--- config.mk ---
export PLATFORM = sky130hd
export DESIGN_NAME = apt_fifo
export DESIGN_NICKNAME = d
export VERILOG_FILES = /design/src/apt_pkg.sv /design/src/apt_fifo.sv
export SDC_FILE = /design/constraint.sdc
export NUM_CORES = 1
export LEC_CHECK = 0
export BUFFER_PORTS_ARGS = -buffer_cell sky130_fd_sc_hd__buf_4
export CORE_MARGIN = 2
export CORE_UTILIZATION = 51
export DETAILED_ROUTE_END_ITERATION = 8
export GPL_ROUTABILITY_DRIVEN = 0
export HOLD_SLACK_MARGIN = 0.05
export PLACE_DENSITY_LB_ADDON = 0.12
export SETUP_SLACK_MARGIN = 0.4
export SLEW_MARGIN = 40
export SYNTH_ARGS = -nofsm -noshare
export SYNTH_HDL_FRONTEND = slang
export SYNTH_SLANG_ARGS = --single-unit
export TNS_END_PERCENT = 100
--- constraint.sdc ---
create_clock -name clk_i -period 2.4 [get_ports clk_i]
set_input_delay 0.48 -clock clk_i [delete_from_list [all_inputs] [get_ports clk_i]]
set_output_delay 0.48 -clock clk_i [all_outputs]
set_load 0.03 [all_outputs]
--- src/apt_pkg.sv ---
package apt_pkg;

  // Fixed point format of every coordinate and coefficient.
  localparam int FRAC_BITS = 16;
  localparam int CW        = 32;
  // Point operand after the translation has been taken off (inverse mode).
  localparam int OPW       = CW + 2;
  // Coefficient times operand.
  localparam int PW        = CW + OPW;
  // Sum or difference of two products plus translation.
  localparam int NV        = PW + 1;
  // Determinant a*d - b*c.
  localparam int DETW      = 2 * CW + 1;
  // Divider numerator: magnitude of a sum with the fraction bits appended.
  localparam int NW        = NV + FRAC_BITS;
  localparam int DREMW     = DETW + 1;
  localparam int CNTW      = $clog2(NW);
  // Request queue between front and back.
  localparam int QDEPTH    = 4;
  localparam int QPTRW     = $clog2(QDEPTH);
  localparam int CFG_IDX_W = 3;

  localparam logic signed [CW-1:0] COEF_ONE = CW'(1) << FRAC_BITS;
  localparam logic [CW-1:0] SAT_MAX = {1'b0, {(CW-1){1'b1}}};
  localparam logic [CW-1:0] SAT_MIN = {1'b1, {(CW-1){1'b0}}};

  typedef enum logic [CFG_IDX_W-1:0] {
    REG_COEF_A  = 3'd0,
    REG_COEF_B  = 3'd1,
    REG_COEF_C  = 3'd2,
    REG_COEF_D  = 3'd3,
    REG_SHIFT_X = 3'd4,
    REG_SHIFT_Y = 3'd5
  } cfg_reg_e;

  typedef enum logic {
    REQ_FORWARD = 1'b0,
    REQ_INVERSE = 1'b1
  } req_type_e;

  typedef struct packed {
    logic signed [CW-1:0] a;
    logic signed [CW-1:0] b;
    logic signed [CW-1:0] c;
    logic signed [CW-1:0] d;
    logic signed [CW-1:0] tx;
    logic signed [CW-1:0] ty;
  } cfg_t;

  // One classified request as it waits in the queue.
  typedef struct packed {
    req_type_e             kind;
    logic signed [OPW-1:0] op_x;
    logic signed [OPW-1:0] op_y;
  } entry_t;

  typedef struct packed {
    logic [CW-1:0] val;
    logic          sat;
  } clamp_t;

  // Applies a sign to a magnitude and clamps it to the signed 32-bit range.
  function automatic clamp_t clamp32(input logic [NW-1:0] mag, input logic neg);
    clamp_t r;
    r.sat = 1'b0;
    if (neg) begin
      if (mag > NW'(SAT_MIN)) begin
        r.val = SAT_MIN;
        r.sat = 1'b1;
      end else begin
        r.val = -mag[CW-1:0];
      end
    end else begin
      if (mag > NW'(SAT_MAX)) begin
        r.val = SAT_MAX;
        r.sat = 1'b1;
      end else begin
        r.val = mag[CW-1:0];
      end
    end
    return r;
  endfunction

endpackage

--- src/apt_fifo.sv ---
module apt_fifo (
  input  logic            clk_i,
  input  logic            rst_ni,
  input  logic            push_i,
  input  apt_pkg::entry_t push_entry_i,
  output logic            full_o,
  input  logic            pop_i,
  output logic            valid_o,
  output apt_pkg::entry_t head_o
);

  apt_pkg::entry_t              mem_q [apt_pkg::QDEPTH];
  logic [apt_pkg::QPTRW-1:0]    wr_ptr_q;
  logic [apt_pkg::QPTRW-1:0]    rd_ptr_q;
  logic [apt_pkg::QPTRW:0]      count_q;

  assign full_o  = (count_q == (apt_pkg::QPTRW+1)'(apt_pkg::QDEPTH));
  assign valid_o = (count_q != '0);
  assign head_o  = mem_q[rd_ptr_q];

  // Pointer and fill count.
  always_ff @(posedge clk_i or negedge rst_ni) begin
    if (!rst_ni) begin
      wr_ptr_q <= '0;
      rd_ptr_q <= '0;
      count_q  <= '0;
    end else begin
      if (push_i) wr_ptr_q <= wr_ptr_q + 1'b1;
      if (pop_i)  rd_ptr_q <= rd_ptr_q + 1'b1;
      if (push_i && !pop_i)      count_q <= count_q + 1'b1;
      else if (pop_i && !push_i) count_q <= count_q - 1'b1;
    end
  end

  // Entry storage.
  always_ff @(posedge clk_i) begin
    if (push_i) mem_q[wr_ptr_q] <= push_entry_i;
  end

endmodule

======== Word level (Yosys, flattened, before mapping) ========
Memory sizes are Yosys's and may differ from the RTL's.
Cells that the tools add are included.
word-level totals
  bits in registers ....................... 7
  memories kept ........................... 1
  output and inout bits ................... 71
  input port bits ......................... 73
  bits in writable memories ............... 276
memories
  name   depth  width  read ports  clocked after Yosys merged registers in  write ports  line            text
  mem_q  4      69     1           0                                        1            apt_fifo.sv:12  apt_pkg::entry_t mem_q [apt_pkg::QDEPTH];
operators by class
  $add $sub $neg .......................... 4
  reduce and logical (&&, ||, !) cells .... 6
  multiplexer cells ....................... 4
  equality and inequality tests ........... 1
operators with widths
  kind                   count
  $mux W3                2
  $add A2 B1 Y2 const B  2
  $add A3 B1 Y3 const B  1
  $eq A3 B3 Y1 const B   1
  $reduce_bool A3 Y1     1
  $sub A3 B1 Y3 const B  1
  $logic_and A1 B1 Y1    2
  $logic_not A1 Y1       2
  $mux W1                2
  $reduce_bool A2 Y1     1

======== Depth between registers and ports, before layout ========
Gate-level depths: netlist of run 1.
  depth after elaboration ................. 4
  depth in mapped cells ................... 7

======== Worst setup path after synthesis of run 1 ========
Ideal clock, no wire load.
  path type ............................... register to register
  from .................................... register wr_ptr_q[0] (netlist bit)
  to ...................................... memory mem_q[2][0] (netlist bit), enable pin
  period minus slack after synthesis ...... 2.667 ns
  data required time ...................... 1.965 ns
  setup slack ............................. -0.267 ns
  buffers on the path ..................... 0
  arrival ................................. 2.233 ns
  stages on the path, launching flop included .. 4
  cells stage by stage .................... dfrtp_1 > inv_1 > ha_1 > and2_1
RTL lines
  element                 line            text
  from (decl)             apt_fifo.sv:13  logic [apt_pkg::QPTRW-1:0] wr_ptr_q;
  from (signal assigned)  apt_fifo.sv:28  if (push_i) wr_ptr_q <= wr_ptr_q + 1'b1;
  to (decl)               apt_fifo.sv:12
No word-level cell before the write port.

==> reports/qor.yml, run 1 <==
floorplanning:
  initial_core_util_pct: 51.7
  die_area_um2: 21600
  io_pins: 144
  die_h_um: 147
  die-width_um: 147
  rows: 52
  core_area_um2: 20200
cells_and_area:
  drive_gt1_share_pct: 47.0
  fin_area_um2: 13300
  most-common-layout-cells: "edfxtp_1, buf_4, mux4_2, buf_6, clkbuf_16"
  layout_commonest_cell: "edfxtp_1"
  area_delta_synth_final_pct: 27.8
  nets: 662
  post-route-util_pct: 66.1
  n_antenna_cell: 0
timing:
  clock_skew_ns: 0.0112
  rsz0062_at_grt: "true"
  fmax_mhz: 392
  finalWorstSetupSlack_ns: -0.151
  maxSlewHeadroom_pct: 65.0
  final.min_clock_period_ns: 2.55
  worstMarginPinSlew_ns: 0.524
  setup-violations-final: 68
  slew_violations: 0
  hold_viol_final: 0
  fin_crit_sh_pct: 106
yosys:
  ys.flop_type: "edfxtp_1"
  syn_area_um2: 10400
  synth-seq-cells: 283
  synth_top_area_share_pct: 79.5
  yosys_warnings: 0
  async_flop_share_pct: 2.47
  synthTopCellsByArea: "edfxtp_1, mux4_2, dfrtp_1"
  synth_nets: 474
  yosys.area.top_type: "edfxtp_1"
  synth_edf_count: 276
  syn_area_per_cell_um2: 26.4
  syn_inst: 395
  yosysUniqueCellTypes: 20
  synth-seq-area-share_pct: 81.2
drt:
  wirelength_um: 19700
  vias_per_cell: 5.43
  wl_per_cell_um: 22.6
  ant_nets: 0
  drt-initial-drc-count: 228
  vias: 4749
  drc: 0
  first_pass_iters: 5
pwr:
  pwr-share-comb_pct: 41.0
  p_total_mw: 18.2
  leakagePower_nw: 4.64
  p_sw_mw: 5.84
  p_int_mw: 12.4
  p_clk_share_pct: 21.9
  ir_drop_v: 0.000944
  pwr_density_cell_nw_per_um2: 1370
  swShare_pct: 32.1
  pwr-share-seq_pct: 37.1
worst_setup_path:
  slowest_delay_ns: 0.55
  ff2ff_path_depth: 4
  crit_type: "flop to output port"
  critPathMaxFanout: 6
  reg2reg_from: "wr_ptr_q[0]$_DFFE_PN0P_"
  cp-end-kind: "output port"
  crit_family: "multiplexers"
  path_cells: "buf_12 > buf_16 > mux4_2 > buf_6"
  reg2reg_to: "mem_q[2][53]$_DFFE_PP_"
  cp.buffers_inverters: 3
  crit_required_ns: 1.92
  worst_setup_path_start_kind: "flop"
  critPathSlowestCell: "mux4_2"
  reg2reg_slack_ns: 0.68
  arrival_ns: 2.07
hold_path:
  hp-class: "input port to flop"
  whs_path_depth: 2
  holdPathEnd: "rd_ptr_q[0]$_DFFE_PN0P_"
  hold_start: "pop_i"
placement:
  hpwl_um: 11000
  portBuffers: 143
  post_dp_cell_area_um2: 11900
clock_tree:
  h-tree-depth: 1
  cts.clk_slew.worst_paths_ns: 0.06
  clk_latency_ns: 0.53
  clockBufferDepth: 3
  cts_buffers: 28
  clock_sinks: 283
  cts_tree: "yes"
  root_buffer: "clkbuf_16"
global_route:
  grt_pass1_vias: 5299
  groute.usage.overall_pct: 18.4
  grt_pass1_wl_um: 29900
  grt_max_degree: 39
  antenna_found_initial: 0
  gr-total-overflow: 0
flow_run:
  maxCapViolations: 0
status:
  status: "finished with violations"
  violations: "setup timing"
[state kept, by name (all words and copies together) (netlist names)]
name,cells
wr_ptr_q,2
count_q,3
rd_ptr_q,2
mem_q,276
[what timing repair did]
action	CTS	global route
hold endpoints to repair	7	0
hold buffers	1	0
gates cloned	4	4
gates resized for setup	79	0
setup buffers	8	1
endpoints found under the setup margin	70	69
[per-layer routing]
| layer | wire (µm) | vias to the layer above | track usage (%) |
|---|---|---|---|
| met1 | 7490 | 2506 | 22.5 |
| met5 | 0 | - | 0 |
| met2 | 10400 | 139 | 32.8 |
| met3 | 1460 | 29 | 5.28 |
| met4 | 342 | 0 | 4.28 |
| li1 | - | 2075 | - |
[power groups by stage]
stage,Combinational (mW),Clock [mW],Sequential (mW)
CTS,7.38,4.07,6.75
global placement,6.10,0,6.85
floorplan,4.29,0,6.72
finish,7.46,3.98,6.75
global route,7.84,4.25,6.83
detailed placement,6.15,0,6.91
[area by class of cell]
class                      count  area (µm²)
inverter                       4        15.0
timing repair buffer         174        1890
tap                          270         338
clock inverter                13        81.3
fill                        1342        6840
clock buffer                  38         759
multi-input combinational     92        1770
sequential                   283        8470
[metrics by stage]
stage	setup TNS [ns]	hold WS [ns]	instances	setup WS, ns
3_5_place_dp	0	0.298	805	0.284
6_report	-6.36	0.138	874	-0.151
4_1_cts	-8.62	0.117	869	-0.173
2_1_floorplan	0	0.184	395	0.485
3_3_place_gp	0	0.299	805	0.285
5_1_grt	-10.12	0.128	874	-0.206
[worst reg2reg max path: stages, from the launching register on]
cell and delay, ns:
dfrtp_1 0.42, inv_1 0.11, ha_1 0.15, and2_4 0.38, buf_12 0.31
[synthesized netlist by cell type, types with 2 or more instances]
cell and number:
edfxtp_1 276, xor2_1 4, mux4_2 68, xnor2_1 2
ha_1 5, inv_1 4, buf_12 7, and2_1 4
dfrtp_1 7, nand2_1 2, buf_2 7
[worst max-delay path by stage]
stage,start,endpoint,slack [ns],depth (start not counted)
2_1_floorplan,wr_ptr_q[0]$_DFFE_PN0P_,mem_q[2][0]$_DFFE_PP_,0.48,3
3_3_place_gp,rd_ptr_q[0]$_DFFE_PN0P_,head_o[20],0.28,3
3_5_place_dp,rd_ptr_q[0]$_DFFE_PN0P_,head_o[52],0.28,3
4_1_cts,rd_ptr_q[0]$_DFFE_PN0P_,head_o[0],-0.17,4
5_1_grt,rd_ptr_q[0]$_DFFE_PN0P_,head_o[25],-0.21,4
6_report,rd_ptr_q[0]$_DFFE_PN0P_,head_o[25],-0.15,4
[kinds of logic after synthesis]
kind of cell	Yosys count	synth area share, %
AO/OA/AOI/OAI	1	0.0480
XOR/XNOR	6	0.504
adder cells (fa/ha/maj)	6	0.792
buffers and inverters	20	1.97
flip-flops	283	81.2
multiplexers	70	15.0
AND/OR/NAND/NOR	9	0.480
No activity file was read; power rests on OpenSTA's default activity.
==> inputs of run 2 (changes only) <==
--- a/config.mk
+++ b/config.mk
@@ -7,7 +7,8 @@
 export LEC_CHECK = 0
 export BUFFER_PORTS_ARGS = -buffer_cell sky130_fd_sc_hd__buf_4
 export CORE_MARGIN = 2
-export CORE_UTILIZATION = 51
+export CORE_UTILIZATION = 53
+export CTS_BUF_LIST = sky130_fd_sc_hd__clkbuf_8
 export DETAILED_ROUTE_END_ITERATION = 8
 export GPL_ROUTABILITY_DRIVEN = 0
 export HOLD_SLACK_MARGIN = 0.05
==> reports/qor.yml, run 2 (synthesis gave the netlist of run 1 again) <==
status:
  status: "finished with violations"
  violations: "setup timing"
clock_tree:
  clockBufferDepth: 3
  clk_latency_ns: 0.53
  cts.clk_slew.worst_paths_ns: 0.06
  cts_buffers: 44
  root_buffer: "clkbuf_8"
  clock_sinks: 283
  h-tree-depth: 2
  cts_tree: "yes"
cells_and_area:
  nets: 675
  drive_gt1_share_pct: 48.1
  top_regs: "mem_q: 276 flops, count_q: 3 flops"
  layout_commonest_cell: "edfxtp_1"
  most-common-layout-cells: "edfxtp_1, buf_4, mux4_2"
  regMostFlops: "mem_q"
  largest_reg_flops: 276
  fill_cells: 1300
  area_delta_synth_final_pct: 26.5
timing:
  maxSlewHeadroom_pct: 80.6
  slew_violations: 0
  fmax_mhz: 400
  rsz0062_at_grt: "true"
  final.min_clock_period_ns: 2.50
  whs_ns: 0.142
  hold_viol_final: 0
  clock_skew_ns: 0.0122
  finalWorstSetupSlack_ns: -0.0972
  worstMarginPinSlew_ns: 0.292
  setup-violations-final: 69
  fin_crit_sh_pct: 104
flow_run:
  maxCapViolations: 0
floorplanning:
  initial_core_util_pct: 53.8
  die-width_um: 144
  io_pins: 144
  die_h_um: 144
  rows: 51
  die_area_um2: 20800
  core_area_um2: 19400
worst_setup_path:
  ff2ff_path_depth: 4
  crit_required_ns: 1.92
  cp-end-kind: "output port"
  arrival_ns: 2.02
  cp.buffers_inverters: 3
  critPathSlowestCell: "mux4_2"
  worst_setup_path_start_kind: "flop"
  crit_family: "multiplexers"
  crit_type: "flop to output port"
  reg2reg_slack_ns: 0.80
  path_cells: "buf_12 > buf_16 > mux4_2 > buf_6"
  slowest_delay_ns: 0.54
  path_depth: 4
  critPathMaxFanout: 8
global_route:
  gr-total-overflow: 0
  antenna_found_initial: 1
  grt_pass1_wl_um: 29000
  grt_max_degree: 42
  grt_pass1_vias: 5309
  groute.usage.overall_pct: 19.0
placement:
  portBuffers: 143
  hpwl_um: 11100
  dp_slack_ns: 0.328
pwr:
  leakagePower_nw: 4.63
  pwr_density_cell_nw_per_um2: 1340
  ir_drop_v: 0.000715
drt:
  drt-initial-drc-count: 264
  vias: 4752
  first_pass_iters: 6
  wl_per_cell_um: 21.3
  vias_per_cell: 5.30
  drc: 0
  ant_nets: 0
  wirelength_um: 19100
hold_path:
  whs_path_depth: 1
  hp-class: "input port to flop"
## run 2: metrics by stage
step	total power [mW]	cells	setup TNS, ns	cell area, µm²	utilization (%)
after CTS	17.9	892	-6.48	13100	67.7
final	17.7	896	-3.66	13200	68.0
after floorplan	11.0	395	0	10400	-
after detailed placement	13.0	800	0	11900	61.3
after global placement	13.0	800	0	11900	61.3
after global routing	18.5	896	-9.50	13200	68.0
## run 2: repair_timing
item | 4_1_cts | 5_1_grt
gates cloned | 3 | 1
hold endpoints to repair | 7 | 0
hold buffers | 1 | 0
gates resized for setup | 55 | 5
setup buffers | 8 | 2
setup endpoints to repair | 70 | 70
pin swaps | 0 | 1
## run 2: power breakdown
group	leakage, nW	switching, mW	internal (mW)
Combinational	1.53	3.77	3.29
Clock	0.483	1.75	2.21
Sequential	2.62	0.248	6.47
## run 2: cell type report
cell class              count  area [µm²]  share of cell area [%]
flip-flops and latches    283        8470                    64.2
multi-input cells          92        1770                    13.4
repair buffers            171        1730                    13.1
clock buffers              46         633                    4.80
well taps                 265         332                    2.51
clock inverters            34         244                    1.85
inverters                   4        15.0                   0.114
diodes                      1        2.50                  0.0190
## run 2: worst register-to-register path: cells and delay by family (launching register included)
family                   cells  cell delay, ns
flip-flops                   1            0.42
adder cells (fa/ha/maj)      1            0.15
buffers and inverters        2            0.38
AND/OR/NAND/NOR              1            0.27
## run 2: metal layers
layer / vias up / routed length, µm / track usage, %
li1: 2101 / - / -
met4: 0 / 386 / 6.59
met3: 27 / 1530 / 6.62
met1: 2462 / 7630 / 24.2
met5: - / 0 / 0
met2: 162 / 9530 / 30.8
## run 2: final timing paths
check                                   startpoint                      end
max in group asynchronous                   rst_ni  rd_ptr_q[0]$_DFFE_PN0P_
setup / recovery           rd_ptr_q[0]$_DFFE_PN0P_               head_o[18]
hold / removal                    push_entry_i[54]   mem_q[2][54]$_DFFE_PP_
setup reg to reg           wr_ptr_q[0]$_DFFE_PN0P_   mem_q[2][48]$_DFFE_PP_
hold reg to reg            wr_ptr_q[0]$_DFFE_PN0P_  wr_ptr_q[0]$_DFFE_PN0P_
min in group asynchronous                   rst_ni  rd_ptr_q[1]$_DFFE_PN0P_
