## config.mk

```make
export PLATFORM = sky130hd
export DESIGN_NAME = apt_front
export DESIGN_NICKNAME = d
export VERILOG_FILES = /design/src/apt_pkg.sv /design/src/apt_front.sv
export SDC_FILE = /design/constraint.sdc
export NUM_CORES = 1
export LEC_CHECK = 0
export BUFFER_PORTS_ARGS = -buffer_cell sky130_fd_sc_hd__buf_2
export CAP_MARGIN = 10
export CELL_PAD_IN_SITES_DETAIL_PLACEMENT = 0
export CELL_PAD_IN_SITES_GLOBAL_PLACEMENT = 1
export CORE_UTILIZATION = 27
export DETAILED_ROUTE_END_ITERATION = 6
export PLACE_DENSITY_LB_ADDON = 0.1
export SLEW_MARGIN = 20
export SYNTH_ARGS = -nofsm -noshare
export SYNTH_HDL_FRONTEND = slang
export SYNTH_SLANG_ARGS = --single-unit
```

## constraint.sdc

```tcl
create_clock -name vclk -period 3.8
set_input_delay 0.57 -clock vclk [all_inputs]
set_output_delay 0.57 -clock vclk [all_outputs]
set_load 0.02 [all_outputs]
```

## src/apt_pkg.sv

```systemverilog
package apt_pkg;

  // Fixed point format of every coordinate and coefficient.
  localparam int FRAC_BITS = 16;
  localparam int CW        = 32;
  // Point operand after the translation has been taken off (inverse mode).
  localparam int OPW       = CW + 2;
  // Coefficient times operand.
  localparam int PW        = CW + OPW;
  // Sum or difference of two products plus translation.
  localparam int NV        = PW + 1;
  // Determinant a*d - b*c.
  localparam int DETW      = 2 * CW + 1;
  // Divider numerator: magnitude of a sum with the fraction bits appended.
  localparam int NW        = NV + FRAC_BITS;
  localparam int DREMW     = DETW + 1;
  localparam int CNTW      = $clog2(NW);
  // Request queue between front and back.
  localparam int QDEPTH    = 4;
  localparam int QPTRW     = $clog2(QDEPTH);
  localparam int CFG_IDX_W = 3;

  localparam logic signed [CW-1:0] COEF_ONE = CW'(1) << FRAC_BITS;
  localparam logic [CW-1:0] SAT_MAX = {1'b0, {(CW-1){1'b1}}};
  localparam logic [CW-1:0] SAT_MIN = {1'b1, {(CW-1){1'b0}}};

  typedef enum logic [CFG_IDX_W-1:0] {
    REG_COEF_A  = 3'd0,
    REG_COEF_B  = 3'd1,
    REG_COEF_C  = 3'd2,
    REG_COEF_D  = 3'd3,
    REG_SHIFT_X = 3'd4,
    REG_SHIFT_Y = 3'd5
  } cfg_reg_e;

  typedef enum logic {
    REQ_FORWARD = 1'b0,
    REQ_INVERSE = 1'b1
  } req_type_e;

  typedef struct packed {
    logic signed [CW-1:0] a;
    logic signed [CW-1:0] b;
    logic signed [CW-1:0] c;
    logic signed [CW-1:0] d;
    logic signed [CW-1:0] tx;
    logic signed [CW-1:0] ty;
  } cfg_t;

  // One classified request as it waits in the queue.
  typedef struct packed {
    req_type_e             kind;
    logic signed [OPW-1:0] op_x;
    logic signed [OPW-1:0] op_y;
  } entry_t;

  typedef struct packed {
    logic [CW-1:0] val;
    logic          sat;
  } clamp_t;

  // Applies a sign to a magnitude and clamps it to the signed 32-bit range.
  function automatic clamp_t clamp32(input logic [NW-1:0] mag, input logic neg);
    clamp_t r;
    r.sat = 1'b0;
    if (neg) begin
      if (mag > NW'(SAT_MIN)) begin
        r.val = SAT_MIN;
        r.sat = 1'b1;
      end else begin
        r.val = -mag[CW-1:0];
      end
    end else begin
      if (mag > NW'(SAT_MAX)) begin
        r.val = SAT_MAX;
        r.sat = 1'b1;
      end else begin
        r.val = mag[CW-1:0];
      end
    end
    return r;
  endfunction

endpackage

```

## src/apt_front.sv

```systemverilog
module apt_front (
  input  logic                    req_type_i,
  input  logic signed [31:0]      x_in_i,
  input  logic signed [31:0]      y_in_i,
  input  logic signed [31:0]      origin_x_i,
  input  logic signed [31:0]      origin_y_i,
  input  apt_pkg::cfg_t           cfg_i,
  output apt_pkg::entry_t         entry_o
);

  logic signed [apt_pkg::OPW-1:0] tx_eff;
  logic signed [apt_pkg::OPW-1:0] ty_eff;
  logic signed [apt_pkg::OPW-1:0] u;
  logic signed [apt_pkg::OPW-1:0] v;

  // Inverse requests take the shifted translation off the point here.
  assign tx_eff = apt_pkg::OPW'(cfg_i.tx) - apt_pkg::OPW'(origin_x_i);
  assign ty_eff = apt_pkg::OPW'(cfg_i.ty) - apt_pkg::OPW'(origin_y_i);
  assign u      = apt_pkg::OPW'(x_in_i) - tx_eff;
  assign v      = apt_pkg::OPW'(y_in_i) - ty_eff;

  // Classify the request and pick the operands the back end multiplies.
  always_comb begin
    entry_o.kind = apt_pkg::req_type_e'(req_type_i);
    if (entry_o.kind == apt_pkg::REQ_INVERSE) begin
      entry_o.op_x = u;
      entry_o.op_y = v;
    end else begin
      entry_o.op_x = apt_pkg::OPW'(x_in_i);
      entry_o.op_y = apt_pkg::OPW'(y_in_i);
    end
  end

endmodule

```

Word level (Yosys, flattened, before mapping)
Index checks and enable logic that the tools add are counted.
- flip-flop bits (word level): 0
- bits in latches: 0
- memory bits (writable): 0
- ROM bits: 0
- bits of input ports: 321
- output and inout bits: 69
- logic and storage cells: 5
- memories: 0
- add/sub/neg operators: 4
- multiply operators: 0
- divide/modulo/power cells: 0
- $lt $le $gt $ge: 0
- equal/unequal tests: 0
- shift-type cells: 0
- mux-type cells: 1
- bitwise operators: 0
- reduce and logical (&&, ||, !) cells: 0
- operator list (kind ; number):
    $mux W68 ; 1
    $sub A32 B33 Y34 ; 2
    $sub A32 B32 Y33 ; 2

Logic depth before layout (Yosys ltp)
Gate-level depths: netlist of the first run.
- word-level depth: 3
- depth in mapped cells: 14
- mapped depth without buffers: 14

Worst setup path before layout of the first run
Ideal clock, no wire load.
- path kind: input port to output port
- start point: input y_in_i[1]
- end point: output entry_o[28] (netlist name)
- data arrival time: 3.444 ns
- required time: 3.230 ns
- slack: -0.214 ns
- stages: 11
- buffers on the path: 0
- cell sequence: inv_1 fa_1 fa_1 nand2b_1 a21oi_1 o21ai_2 a311oi_2 o21ai_2 a211oi_1 nor3_1 o31ai_1
- RTL lines (item ; RTL line ; RTL):
    start: declaration ; apt_front.sv:4 ; input logic signed [31:0] y_in_i,
    end: declaration ; apt_front.sv:8 ; output apt_pkg::entry_t entry_o

==> Implementation_results.wiki, run 1 <==
{| class="wikitable"
! Metric !! Value
|-
| I/O Buffers || 262
|-
| Non-filler cells, final || 1677
|-
| HP Start || y_in_i[30]
|-
| Seq Cell Count || 0
|-
| Weighted congestion reported at the end of routability-driven placement || between 0.8 and 0.9
|-
| Antenna violations before repair || 6
|-
| Net count of the mapped netlist || 1389
|-
| Fraction of layout cells with a size suffix above 1 || 47.38%
|-
| Peak ir drop on the vdd network || 0.1383 mV
|-
| Leakage || 0.005765 uW
|-
| Gate count of the mapped netlist || 936
|-
| Core ar. || 23470 um^2
|-
| Outcome || finished, violations left
|-
| Endpoints failing setup || 28
|-
| Synth warn || 0
|-
| Overflow after GRT || 0
|-
| Pin count of the biggest net entering global routing || 52
|-
| Number of design rule violations left after detail routing || 0
|-
| Detailed-route vias per instance || 4.437
|-
| Data arrival at the endpoint of the critical path || ~3.5 ns
|-
| Final core utilization || 46.48%
|-
| Via count of the first global-routing pass || 7121
|-
| Final routed wire length divided by cell count || 13.18 um
|-
| Number of hold buffers added after CTS || 0
|-
| End of the worst hold path || entry_o[30]
|-
| Worst path required time || around 3.2 ns
|-
| Overall routed net length || 22.10 mm
|-
| RSZ-0062 raised after global routing || yes
|-
| Pre-Repair DR Iteration Count || 4
|-
| Initial standard-cell utilization of the core || 27.50%
|-
| FP Rows || 56
|-
| Tot GR Track Use || 17.32%
|-
| Vertical die dimension || 156.6 um
|-
| Iter 0 DRT Violations || around 140
|-
| Count of pins over their slew limit || 0
|-
| Capturing element type of the critical path || primary output
|-
| Average instance area after synthesis || 6.896 um^2
|-
| Period utilisation layout || 106.1%
|-
| Final Instance Area || 10910 um^2
|-
| Number of placed I/O pins || between 300 and 400
|-
| Number of instances on the worst hold path || 4
|-
| Post-Syn Area || 6455 um^2
|-
| Area added between synthesis and finish || 69.03%
|-
| Hold Crit Class || in -> out
|-
| Antenna Nets Post-Route || 0
|-
| Die area || 24530 um^2
|-
| Area after detailed placement || 9383 um^2
|-
| CP Launch Type || primary input
|-
| Post-synthesis cell type count || 70
|-
| Worst slack after detailed placement || -0.4557 ns
|-
| Count of final hold-check violations || 0
|-
| CLK BUF || 0
|-
| Failing checks || negative setup slack
|-
| Setup ws final || -0.2304 ns
|-
| Fmax achieved || 248.1 MHz
|-
| Sum of net half-perimeters after detailed placement || around 19 mm
|-
| Seq. cell area || 0 um^2
|-
| Max-cap violations || 0
|-
| Worst relative slew slack || 52.89%
|-
| Maximum net fanout on the critical path || 4
|-
| Total Nets Final || 1810
|-
| Worst Max-Slew Pin Slew || 0.7067 ns
|-
| Wire length of the first global-routing pass || 34.58 mm
|-
| Min Clock Period, post-route || 4.030 ns
|-
| Chip Width || approximately 160 um
|-
| Total placed cells including tap cells || 1653
|-
| Type of the setup path with the least slack || in -> out
|-
| Power density normalized to cell area || between 300 and 400 nW/um^2
|-
| Via total after detailed routing || roughly 7400
|-
| Share of the yosys chip area belonging to registers || 0%
|}
[report_power, final]
part	internal [uW]	leakage (uW)	switching (uW)
Combinational	1660	0.00576	1770
Sequential	0	0	0
Clock	0.000106	0.0000000190	0
[worst max path at each step]
stage	start	end	cells past startpoint
finish	origin_y_i[1]	entry_o[26]	15
global route	y_in_i[1]	entry_o[29]	15
CTS	cfg_i[1]	entry_o[29]	14
detailed placement	y_in_i[1]	entry_o[28]	15
global placement	y_in_i[1]	entry_o[28]	15
floorplan	y_in_i[1]	entry_o[28]	11
[routing by layer]
layer	up-vias	global-route usage (%)	share of wire, %
met2	186	30.19	47
met4	8	0.3735	0.24
li1	3866	-	-
met1	3369	23.63	47
met5	-	0	0.19
met3	12	2.603	6.0
[what timing repair did]
item                                    4_1_cts  5_1_grt
pin swaps                                    99       47
resized for setup                           190       94
endpoints found under the setup margin       45       43
hold endpoints to repair                      0        0
buffers inserted                             15       10
[synth_stat cells, types with 8 or more instances]
cell                       instances  share of area (%)
sky130_fd_sc_hd__a211oi_1         13                1.5
sky130_fd_sc_hd__a21o_1           25                2.9
sky130_fd_sc_hd__a21oi_1          62                4.8
sky130_fd_sc_hd__clkbuf_1         17               0.99
sky130_fd_sc_hd__fa_1             64                 20
sky130_fd_sc_hd__ha_1             68                 13
sky130_fd_sc_hd__inv_1           273                 16
sky130_fd_sc_hd__mux2i_1          22                3.4
sky130_fd_sc_hd__nand2_1          74                4.3
sky130_fd_sc_hd__nand3_1          23                1.8
sky130_fd_sc_hd__nand4_1           8               0.78
sky130_fd_sc_hd__nor2_1           42                2.4
sky130_fd_sc_hd__nor2b_1          10               0.97
sky130_fd_sc_hd__nor3_1           11               0.85
sky130_fd_sc_hd__o211ai_1          8               0.93
sky130_fd_sc_hd__o21a_1           11                1.3
sky130_fd_sc_hd__o21ai_0          52                4.0
sky130_fd_sc_hd__xnor2_1          38                5.2
sky130_fd_sc_hd__xor2_1            9                1.2
[kinds of logic after synthesis]
group,count (synthesis),share of synthesized area (%)
AO/OA/AOI/OAI,236,25.08
XOR/XNOR,47,6.377
adder cells (fa/ha/maj),132,33.03
buffers and inverters,300,17.56
multiplexers,25,3.935
AND/OR/NAND/NOR,196,14.01
[worst max-delay path, stage by stage]
cell and delay [ns]:
sky130_fd_sc_hd__buf_2 0.10, sky130_fd_sc_hd__inv_2 0.05, sky130_fd_sc_hd__fa_2 0.45, sky130_fd_sc_hd__buf_4 0.15, sky130_fd_sc_hd__fa_2 0.34, sky130_fd_sc_hd__nand2b_4 0.16
sky130_fd_sc_hd__a21oi_2 0.14, sky130_fd_sc_hd__buf_4 0.14, sky130_fd_sc_hd__o21ai_4 0.10, sky130_fd_sc_hd__a311oi_4 0.33, sky130_fd_sc_hd__o21ai_4 0.13, sky130_fd_sc_hd__a211oi_2 0.25
sky130_fd_sc_hd__mux2i_1 0.22, sky130_fd_sc_hd__o311ai_1 0.13, sky130_fd_sc_hd__buf_2 0.18
[layout make-up]
type / count / area [um^2]
diodes: 3 / 7.507
well taps: 319 / 399.1
inverters: 275 / 1035
fillers: 2502 / 12560
repair buffers: 444 / 2943
multi-input cells: 636 / 6526
[placed cells by master (no fill, tap or decap), types with 8 or more instances in the layout]
master,netlist,routed
sky130_fd_sc_hd__fa_1,64,60
sky130_fd_sc_hd__a21o_1,25,25
sky130_fd_sc_hd__xnor2_2,0,10
sky130_fd_sc_hd__o21ai_0,52,42
sky130_fd_sc_hd__ha_4,0,28
sky130_fd_sc_hd__nor2_1,42,37
sky130_fd_sc_hd__o21a_1,11,11
sky130_fd_sc_hd__inv_2,1,30
sky130_fd_sc_hd__nand2_1,74,68
sky130_fd_sc_hd__inv_1,273,243
sky130_fd_sc_hd__buf_4,1,189
sky130_fd_sc_hd__nand3_1,23,12
sky130_fd_sc_hd__a21oi_1,62,41
sky130_fd_sc_hd__o211ai_1,8,8
sky130_fd_sc_hd__nand4_1,8,8
sky130_fd_sc_hd__buf_6,0,38
sky130_fd_sc_hd__xor2_1,9,8
sky130_fd_sc_hd__mux2i_1,22,19
sky130_fd_sc_hd__buf_2,3,216
sky130_fd_sc_hd__a21oi_2,1,17
sky130_fd_sc_hd__nor3_1,11,9
sky130_fd_sc_hd__ha_1,68,35
sky130_fd_sc_hd__a211oi_2,0,9
sky130_fd_sc_hd__xnor2_1,38,28
[stage by stage]
step | setup TNS [ns] | power, uW | hold WS, ns
final | -2.997 | 3426 | 1.471
after global routing | -7.409 | 3763 | 1.505
after CTS | -3.387 | 3226 | 1.476
after detailed placement | -11.25 | 2813 | 1.493
after global placement | -11.87 | 2822 | 1.492
after floorplan | -0.06443 | 1745 | 1.253
No activity file was read; power rests on OpenSTA's default activity.
==> run 2, diff against run 1 <==
- RECOVER_POWER: not set -> 25
==> run 2 against run 1 <==
The flow still finishes with violations (negative setup slack); design area is essentially flat; routed wire length barely moved; utilization about the same; count of clock-buffer cells in the layout did not move; worst hold slack unchanged; critical path type unchanged; highest routed layer unchanged.
==> Implementation_results.wiki, run 2 (synthesis gave the netlist of run 1 again) <==
{| class="wikitable"
! Metric !! Value
|-
| Worst path required time || 3.23 ns (about the same)
|-
| Fraction of layout cells with a size suffix above 1 || 46.94% (-0.44 points)
|-
| Via count of the first global-routing pass || 7121 (unchanged)
|-
| Antenna Nets Post-Route || 0 (unchanged)
|-
| RSZ-0062 raised after global routing || yes
|-
| Endpoints failing setup || 27 (-3.6%)
|-
| Number of hold buffers added after CTS || 0 (unchanged)
|-
| Crit-path cells || buf_2 -> inv_2 -> fa_2 -> buf_4 -> fa_2 -> nand2b_4 -> a21oi_2 -> buf_4 -> o21ai_4 -> a311oi_4 -> o21ai_4 -> a211oi_2 -> mux2i_1 -> o311ai_1 -> buf_2
|-
| Failing checks || negative setup slack
|-
| Fraction of power spent switching nets || 51.64% (about the same)
|-
| Tot GR Track Use || 17.32% (unchanged)
|-
| Pin count of the biggest net entering global routing || 52 (unchanged)
|-
| Clock power share || 0% (unchanged)
|-
| Fmax achieved || 248.1 MHz (about the same)
|-
| Internal || 1656 uW (-0.16%)
|-
| Capturing element type of the critical path || primary output
|-
| Initial standard-cell utilization of the core || 27.50% (unchanged)
|-
| Non-filler cells, final || 1677 (unchanged)
|-
| Detailed-route vias per instance || 4.432 (-0.11%)
|-
| Setup ws final || -0.2307 ns (-0.0002570 ns)
|-
| Number of buffer and inverter instances along the worst setup path || 5 (unchanged)
|-
| Max-cap violations || 0 (unchanged)
|-
| Final routed wire length divided by cell count || 13.18 um (about the same)
|-
| Combinational share of power || 100.0% (about the same)
|-
| Hold Crit Class || in -> out
|-
| Maximum single-stage delay on the critical path || 0.45 ns (about the same)
|-
| Area after detailed placement || 9383 um^2 (unchanged)
|-
| Sum of net half-perimeters after detailed placement || 18.94 mm (unchanged)
|-
| Leakage || 0.005751 uW (-0.25%)
|-
| Maximum net fanout on the critical path || 4 (unchanged)
|-
| Via total after detailed routing || 7433 (-0.11%)
|-
| Commonest non-fill, non-tap cell in the layout || sky130_fd_sc_hd__inv_1
|-
| Seq Cell Count || 0 (unchanged)
|-
| I/O Buffers || 262 (unchanged)
|-
| Count of final hold-check violations || 0 (unchanged)
|-
| Antenna violations before repair || 6 (unchanged)
|-
| Die area || 24530 um^2 (unchanged)
|-
| Overflow after GRT || 0 (unchanged)
|-
| Total placed cells including tap cells || 1653 (unchanged)
|-
| Outcome || finished, violations left
|-
| Count of pins over their slew limit || 0 (unchanged)
|-
| Overall routed net length || 22.10 mm (about the same)
|-
| Commonest cells after routing, fill and taps aside || sky130_fd_sc_hd__inv_1, sky130_fd_sc_hd__buf_2, sky130_fd_sc_hd__buf_4, sky130_fd_sc_hd__nand2_1, sky130_fd_sc_hd__fa_1
|-
| Seq. cell area || 0 um^2 (unchanged)
|-
| Number of placed I/O pins || 390 (unchanged)
|-
| Pre-Repair DR Iteration Count || 4 (unchanged)
|-
| Iter 0 DRT Violations || 149 (+3.5%)
|-
| Type of the setup path with the least slack || in -> out
|-
| Min Clock Period, post-route || 4.031 ns (+0.0002570 ns)
|-
| Final Instance Area || 10900 um^2 (about the same)
|-
| Wire length of the first global-routing pass || 34.58 mm (unchanged)
|-
| Worst relative slew slack || 29.82% (-23 points)
|-
| FP Rows || 56 (unchanged)
|-
| Highest-delay cell along the critical path || sky130_fd_sc_hd__fa_2
|-
| Worst Max-Slew Pin Slew || 1.053 ns (+0.3460 ns)
|-
| Vertical die dimension || 156.6 um (unchanged)
|-
| Switching power of the nets || 1768 uW (about the same)
|-
| Power density normalized to cell area || 314.1 nW/um^2 (about the same)
|-
| Minimum hold slack || 1.471 ns (unchanged)
|-
| CP Launch Type || primary input
|-
| Chip Width || 156.6 um (unchanged)
|-
| CLK BUF || 0 (unchanged)
|-
| Weighted congestion reported at the end of routability-driven placement || 0.8502 (unchanged)
|-
| Number of design rule violations left after detail routing || 0 (unchanged)
|-
| Area added between synthesis and finish || 68.89% (about the same)
|-
| Cell type group with the largest total delay on the critical path || compound AO/OA/AOI/OAI gates
|-
| Period utilisation layout || 106.1% (about the same)
|-
| Core ar. || 23470 um^2 (unchanged)
|-
| Data arrival at the endpoint of the critical path || 3.46 ns (about the same)
|-
| Power share of the sequential group || 0% (unchanged)
|-
| Peak ir drop on the vdd network || 0.1383 mV (about the same)
|-
| Total Nets Final || 1810 (unchanged)
|}
==> run 2: cell count changes in the layout (fill, tap and decap cells not counted) <==
cell                       delta
sky130_fd_sc_hd__clkbuf_2     +1
sky130_fd_sc_hd__mux2_1       +1
sky130_fd_sc_hd__clkbuf_1     +5
sky130_fd_sc_hd__buf_2        -5
sky130_fd_sc_hd__buf_4        -1
sky130_fd_sc_hd__mux2_2       -1
==> run 2: path summary, 6_finish.rpt <==
check / start / to / slack (ns) / depth (start not counted)
worst max-delay path: origin_y_i[1] / entry_o[26] / -0.23 / 15
worst min-delay path: y_in_i[30] / entry_o[30] / 1.47 / 4
==> run 2: routing by layer <==
layer | global-route usage, % | routed length [um]
met1 | 23.63 | 10410
met2 | 30.19 | 10290
met4 | 0.3735 | 52
met3 | 2.603 | 1304
met5 | 0 | 43
==> run 2: repair_timing <==
item                       in CTS  in global routing
gates resized for setup       190                 94
buffers inserted               15                 10
pin swaps                      99                 47
setup endpoints to repair      45                 43
==> run 2: layout make-up <==
| class | count | area [um^2] |
|---|---|---|
| well taps | 319 | 399.1 |
| repair buffers | 444 | 2934 |
| fillers | 2508 | 12570 |
| multi-input cells | 636 | 6526 |
| inverters | 275 | 1035 |
| diodes | 3 | 7.507 |
==> run 2: metrics by stage <==
stage	TNS [ns]	setup slack [ns]	total power, uW	util (%)
final	-3.071	-0.2307	3424	46.44
after global routing	-7.543	-0.3699	3761	46.42
after CTS	-3.387	-0.2565	3226	44.39
after detailed placement	-11.25	-0.4557	2813	39.97
after global placement	-11.87	-0.4856	2822	39.97
after floorplan	-0.06443	-0.06212	1745	-
==> run 2: power by group through the flow <==
stage / registers [uW] / logic (uW) / clock network [uW]
global route: 0 / 3760 / 0.0000352
detailed placement: 0 / 2810 / 0
floorplan: 0 / 1740 / 0
global placement: 0 / 2820 / 0
finish: 0 / 3420 / 0.000106
CTS: 0 / 3230 / 0
==> run 2: tightest hold or removal path, stage by stage <==
cell and delay [ns]:
sky130_fd_sc_hd__buf_2 0.09, sky130_fd_sc_hd__nand2_1 0.06, sky130_fd_sc_hd__o31ai_2 0.06, sky130_fd_sc_hd__buf_4 0.13
==> run 3, diff against run 2 <==
- ABC_AREA: not set -> 1
- CORE_ASPECT_RATIO: not set -> 1.1
==> run 3 against run 2 <==
Design area fell by 14%; the flow now finishes without violations; setup slack better by 0.39 ns; synthesized cell count up 50%; count of clock-buffer cells in the layout is the same; via count grew 17%; total power down 24%; final cell count rose by 21%.
==> Implementation_results.wiki, run 3 <==
{| class="wikitable"
! Metric !! Value
|-
| Outcome || finished clean
|-
| Post-Syn Area || 7505 um^2 (+16%)
|-
| Highest-delay cell along the critical path || sky130_fd_sc_hd__fa_1
|-
| Gate count of the mapped netlist || 1405 (+50%)
|-
| Initial standard-cell utilization of the core || 27.68% (+0.18 points)
|-
| Area after detailed placement || 9301 um^2 (-0.87%)
|-
| CP Launch Type || primary input
|-
| Worst Max-Slew Pin Slew || 0.8060 ns (-0.2466 ns)
|-
| Maximum single-stage delay on the critical path || 0.53 ns (+0.08 ns)
|-
| Most frequent cell after synthesis || sky130_fd_sc_hd__inv_1
|-
| Fill cell total of the finished layout || 3285 (+31%)
|-
| Hold Crit Class || in -> out
|-
| Wire length of the first global-routing pass || 43.15 mm (+25%)
|-
| Count of final hold-check violations || 0 (unchanged)
|-
| Detail Route met2 WL || 13.35 mm (+30%)
|-
| Routed metal-1 wire length || 12.50 mm (+20%)
|-
| Sum of net half-perimeters after detailed placement || 24.63 mm (+30%)
|-
| Capturing element type of the critical path || primary output
|-
| Seq Cell Count || 0 (unchanged)
|-
| Weighted congestion reported at the end of routability-driven placement || 0.8836 (+3.9%)
|-
| Pin count of the biggest net entering global routing || 69 (+33%)
|-
| Cell type group with the largest total delay on the critical path || adder cells
|-
| Fmax achieved || 275.0 MHz (+11%)
|-
| Setup_tns || 0 ns (+3.071 ns)
|-
| Total Nets Final || 2122 (+17%)
|-
| Maximum net fanout on the critical path || 4 (unchanged)
|-
| Top cell types by occurrence after synthesis || sky130_fd_sc_hd__inv_1, sky130_fd_sc_hd__nand2_1, sky130_fd_sc_hd__nor2_1, sky130_fd_sc_hd__nand3_1, sky130_fd_sc_hd__a21oi_1
|-
| Commonest non-fill, non-tap cell in the layout || sky130_fd_sc_hd__inv_1
|-
| Fraction of layout cells with a size suffix above 1 || 19.14% (-28 points)
|-
| Number of placed I/O pins || 390 (unchanged)
|-
| Antenna Nets Post-Route || 0 (unchanged)
|-
| Number of design rule violations left after detail routing || 0 (unchanged)
|-
| Max layer used || met4
|-
| Worst path required time || 3.23 ns (about the same)
|-
| Peak ir drop on the vdd network || 0.1306 mV (-5.6%)
|-
| Die area || 28470 um^2 (+16%)
|-
| Detailed-route vias per instance || 4.297 (-3.1%)
|-
| Leading cell types by total area after synthesis || sky130_fd_sc_hd__inv_1, sky130_fd_sc_hd__nand2_1, sky130_fd_sc_hd__fa_1
|-
| Max-cap violations || 0 (unchanged)
|-
| I/O Buffers || 262 (unchanged)
|-
| Period utilisation layout || 95.70% (-10 points)
|-
| Final routed wire length divided by cell count || 13.40 um (+1.7%)
|-
| Power density normalized to cell area || 277.0 nW/um^2 (-12%)
|-
| Setup ws final || 0.1635 ns (+0.3942 ns)
|-
| RSZ-0062 raised after global routing || yes
|-
| Worst slack after detailed placement || 0.08714 ns (+0.5429 ns)
|-
| Total placed cells including tap cells || 2023 (+22%)
|-
| Met3 Wirelength || 1.061 mm (-19%)
|-
| Net count of the mapped netlist || 1858 (+34%)
|-
| Iter 0 DRT Violations || 279 (+87%)
|-
| Via total after detailed routing || 8705 (+17%)
|-
| Overall routed net length || 27.15 mm (+23%)
|-
| Overflow after GRT || 0 (unchanged)
|-
| Seq. cell area || 0 um^2 (unchanged)
|-
| Number of buffer and inverter instances along the worst setup path || 4 (-1)
|-
| Via count of the first global-routing pass || 8673 (+22%)
|-
| Endpoints failing setup || 0 (-100%)
|-
| Crit-path cells || buf_2 -> inv_1 -> fa_1 -> inv_1 -> ha_1 -> a21oi_1 -> nand2_1 -> a21oi_1 -> nand3_4 -> or2_1 -> nand3_1 -> o21ai_0 -> buf_2
|-
| Final Instance Area || 9424 um^2 (-14%)
|-
| CLK BUF || 0 (unchanged)
|-
| Post-synthesis cell type count || 26 (-63%)
|-
| Antenna violations before repair || 1 (-5)
|-
| Area share of the largest cell type after synthesis || 21.16% (+1.3 points)
|-
| Data arrival at the endpoint of the critical path || 3.07 ns (-0.39 ns)
|-
| Type of the setup path with the least slack || in -> out
|-
| Post-route total power || 2610 uW (-24%)
|-
| Cell type with the largest total area after synthesis || sky130_fd_sc_hd__inv_1
|-
| Area added between synthesis and finish || 25.58%
|-
| Commonest cells after routing, fill and taps aside || sky130_fd_sc_hd__inv_1, sky130_fd_sc_hd__nand2_1, sky130_fd_sc_hd__buf_2, sky130_fd_sc_hd__nor2_1, sky130_fd_sc_hd__nand3_1
|-
| Count of pins over their slew limit || 0 (unchanged)
|-
| FP Rows || 63 (+13%)
|-
| Average instance area after synthesis || 5.341 um^2 (-23%)
|-
| Leakage || 0.005973 uW (+3.9%)
|-
| Share of the yosys chip area belonging to registers || 0% (unchanged)
|-
| Tot GR Track Use || 18.89% (+1.6 points)
|-
| Chip Width || 161.0 um (+2.8%)
|-
| Core ar. || 27120 um^2 (+16%)
|-
| Non-filler cells, final || 2026 (+21%)
|-
| Worst relative slew slack || 46.26% (+16 points)
|-
| Synth warn || 0 (unchanged)
|-
| Min Clock Period, post-route || 3.637 ns (-0.3942 ns)
|-
| Pre-Repair DR Iteration Count || 4 (unchanged)
|-
| Vertical die dimension || 176.9 um (+13%)
|}
==> run 3: cell types whose count changed after synthesis, moves of 11 or more <==
cell                       delta
sky130_fd_sc_hd__a211oi_1    -13
sky130_fd_sc_hd__a21o_1      -25
sky130_fd_sc_hd__a21oi_1     +11
sky130_fd_sc_hd__inv_1      +150
sky130_fd_sc_hd__mux2i_1     -22
sky130_fd_sc_hd__nand2_1    +323
sky130_fd_sc_hd__nand2_2     +16
sky130_fd_sc_hd__nand3_1     +53
sky130_fd_sc_hd__nor2_1      +71
sky130_fd_sc_hd__o21ai_0     +14
sky130_fd_sc_hd__xnor2_1     -20
==> run 3: path summary, 6_finish.rpt <==
check,cells past startpoint,end,start,slack (ns)
min,4,entry_o[64],x_in_i[30],1.47
max,13,entry_o[51],x_in_i[16],0.16
==> run 3: what timing repair did <==
action	in CTS	in global routing
resized for setup	0	34
hold buffers	0	0
buffers inserted	0	1
endpoints found under the setup margin	0	27
==> run 3: power breakdown <==
group          internal, uW  switching, uW
Sequential                0              0
Clock             0.0000705              0
Combinational           925           1690
==> run 3: final cells by class <==
cell class	count	area [um^2]	share of cell area [%]
Timing Repair Buffer	277	1410	14.96
Tap cell	357	446.7	4.740
Antenna cell	2	5.005	0.05311
Multi-Input combinational cell	967	5974	63.40
Inverter	423	1588	16.85
==> run 3: routing by layer <==
layer / up-vias / global-route usage [%]
met2: 199 / 35.34
li1: 4710 / -
met3: 12 / 0.7029
met4: 0 / 1.454
met5: - / 0
met1: 3784 / 24.78
==> run 3: tightest hold or removal path, cell delays in order <==
cell	delay (ns)
sky130_fd_sc_hd__buf_2	0.09
sky130_fd_sc_hd__nand2_1	0.04
sky130_fd_sc_hd__nand2_1	0.05
sky130_fd_sc_hd__buf_2	0.15
==> run 3: metrics by stage <==
stage          util (%)  hold WS, ns
3_5_place_dp      34.30        1.475
4_1_cts           34.30        1.475
3_3_place_gp      34.30        1.471
2_1_floorplan         -        1.253
5_1_grt           34.74        1.488
6_report          34.75        1.470
==> run 3: logic make-up after synthesis <==
logic type	after synthesis	synth area share, %
and+or+nand+nor	647	35.55
AOI/OAI and AO/OA	170	11.90
buffers and inverters	438	22.04
adders and majority gates	132	28.41
xor gates and xnor gates	18	2.101
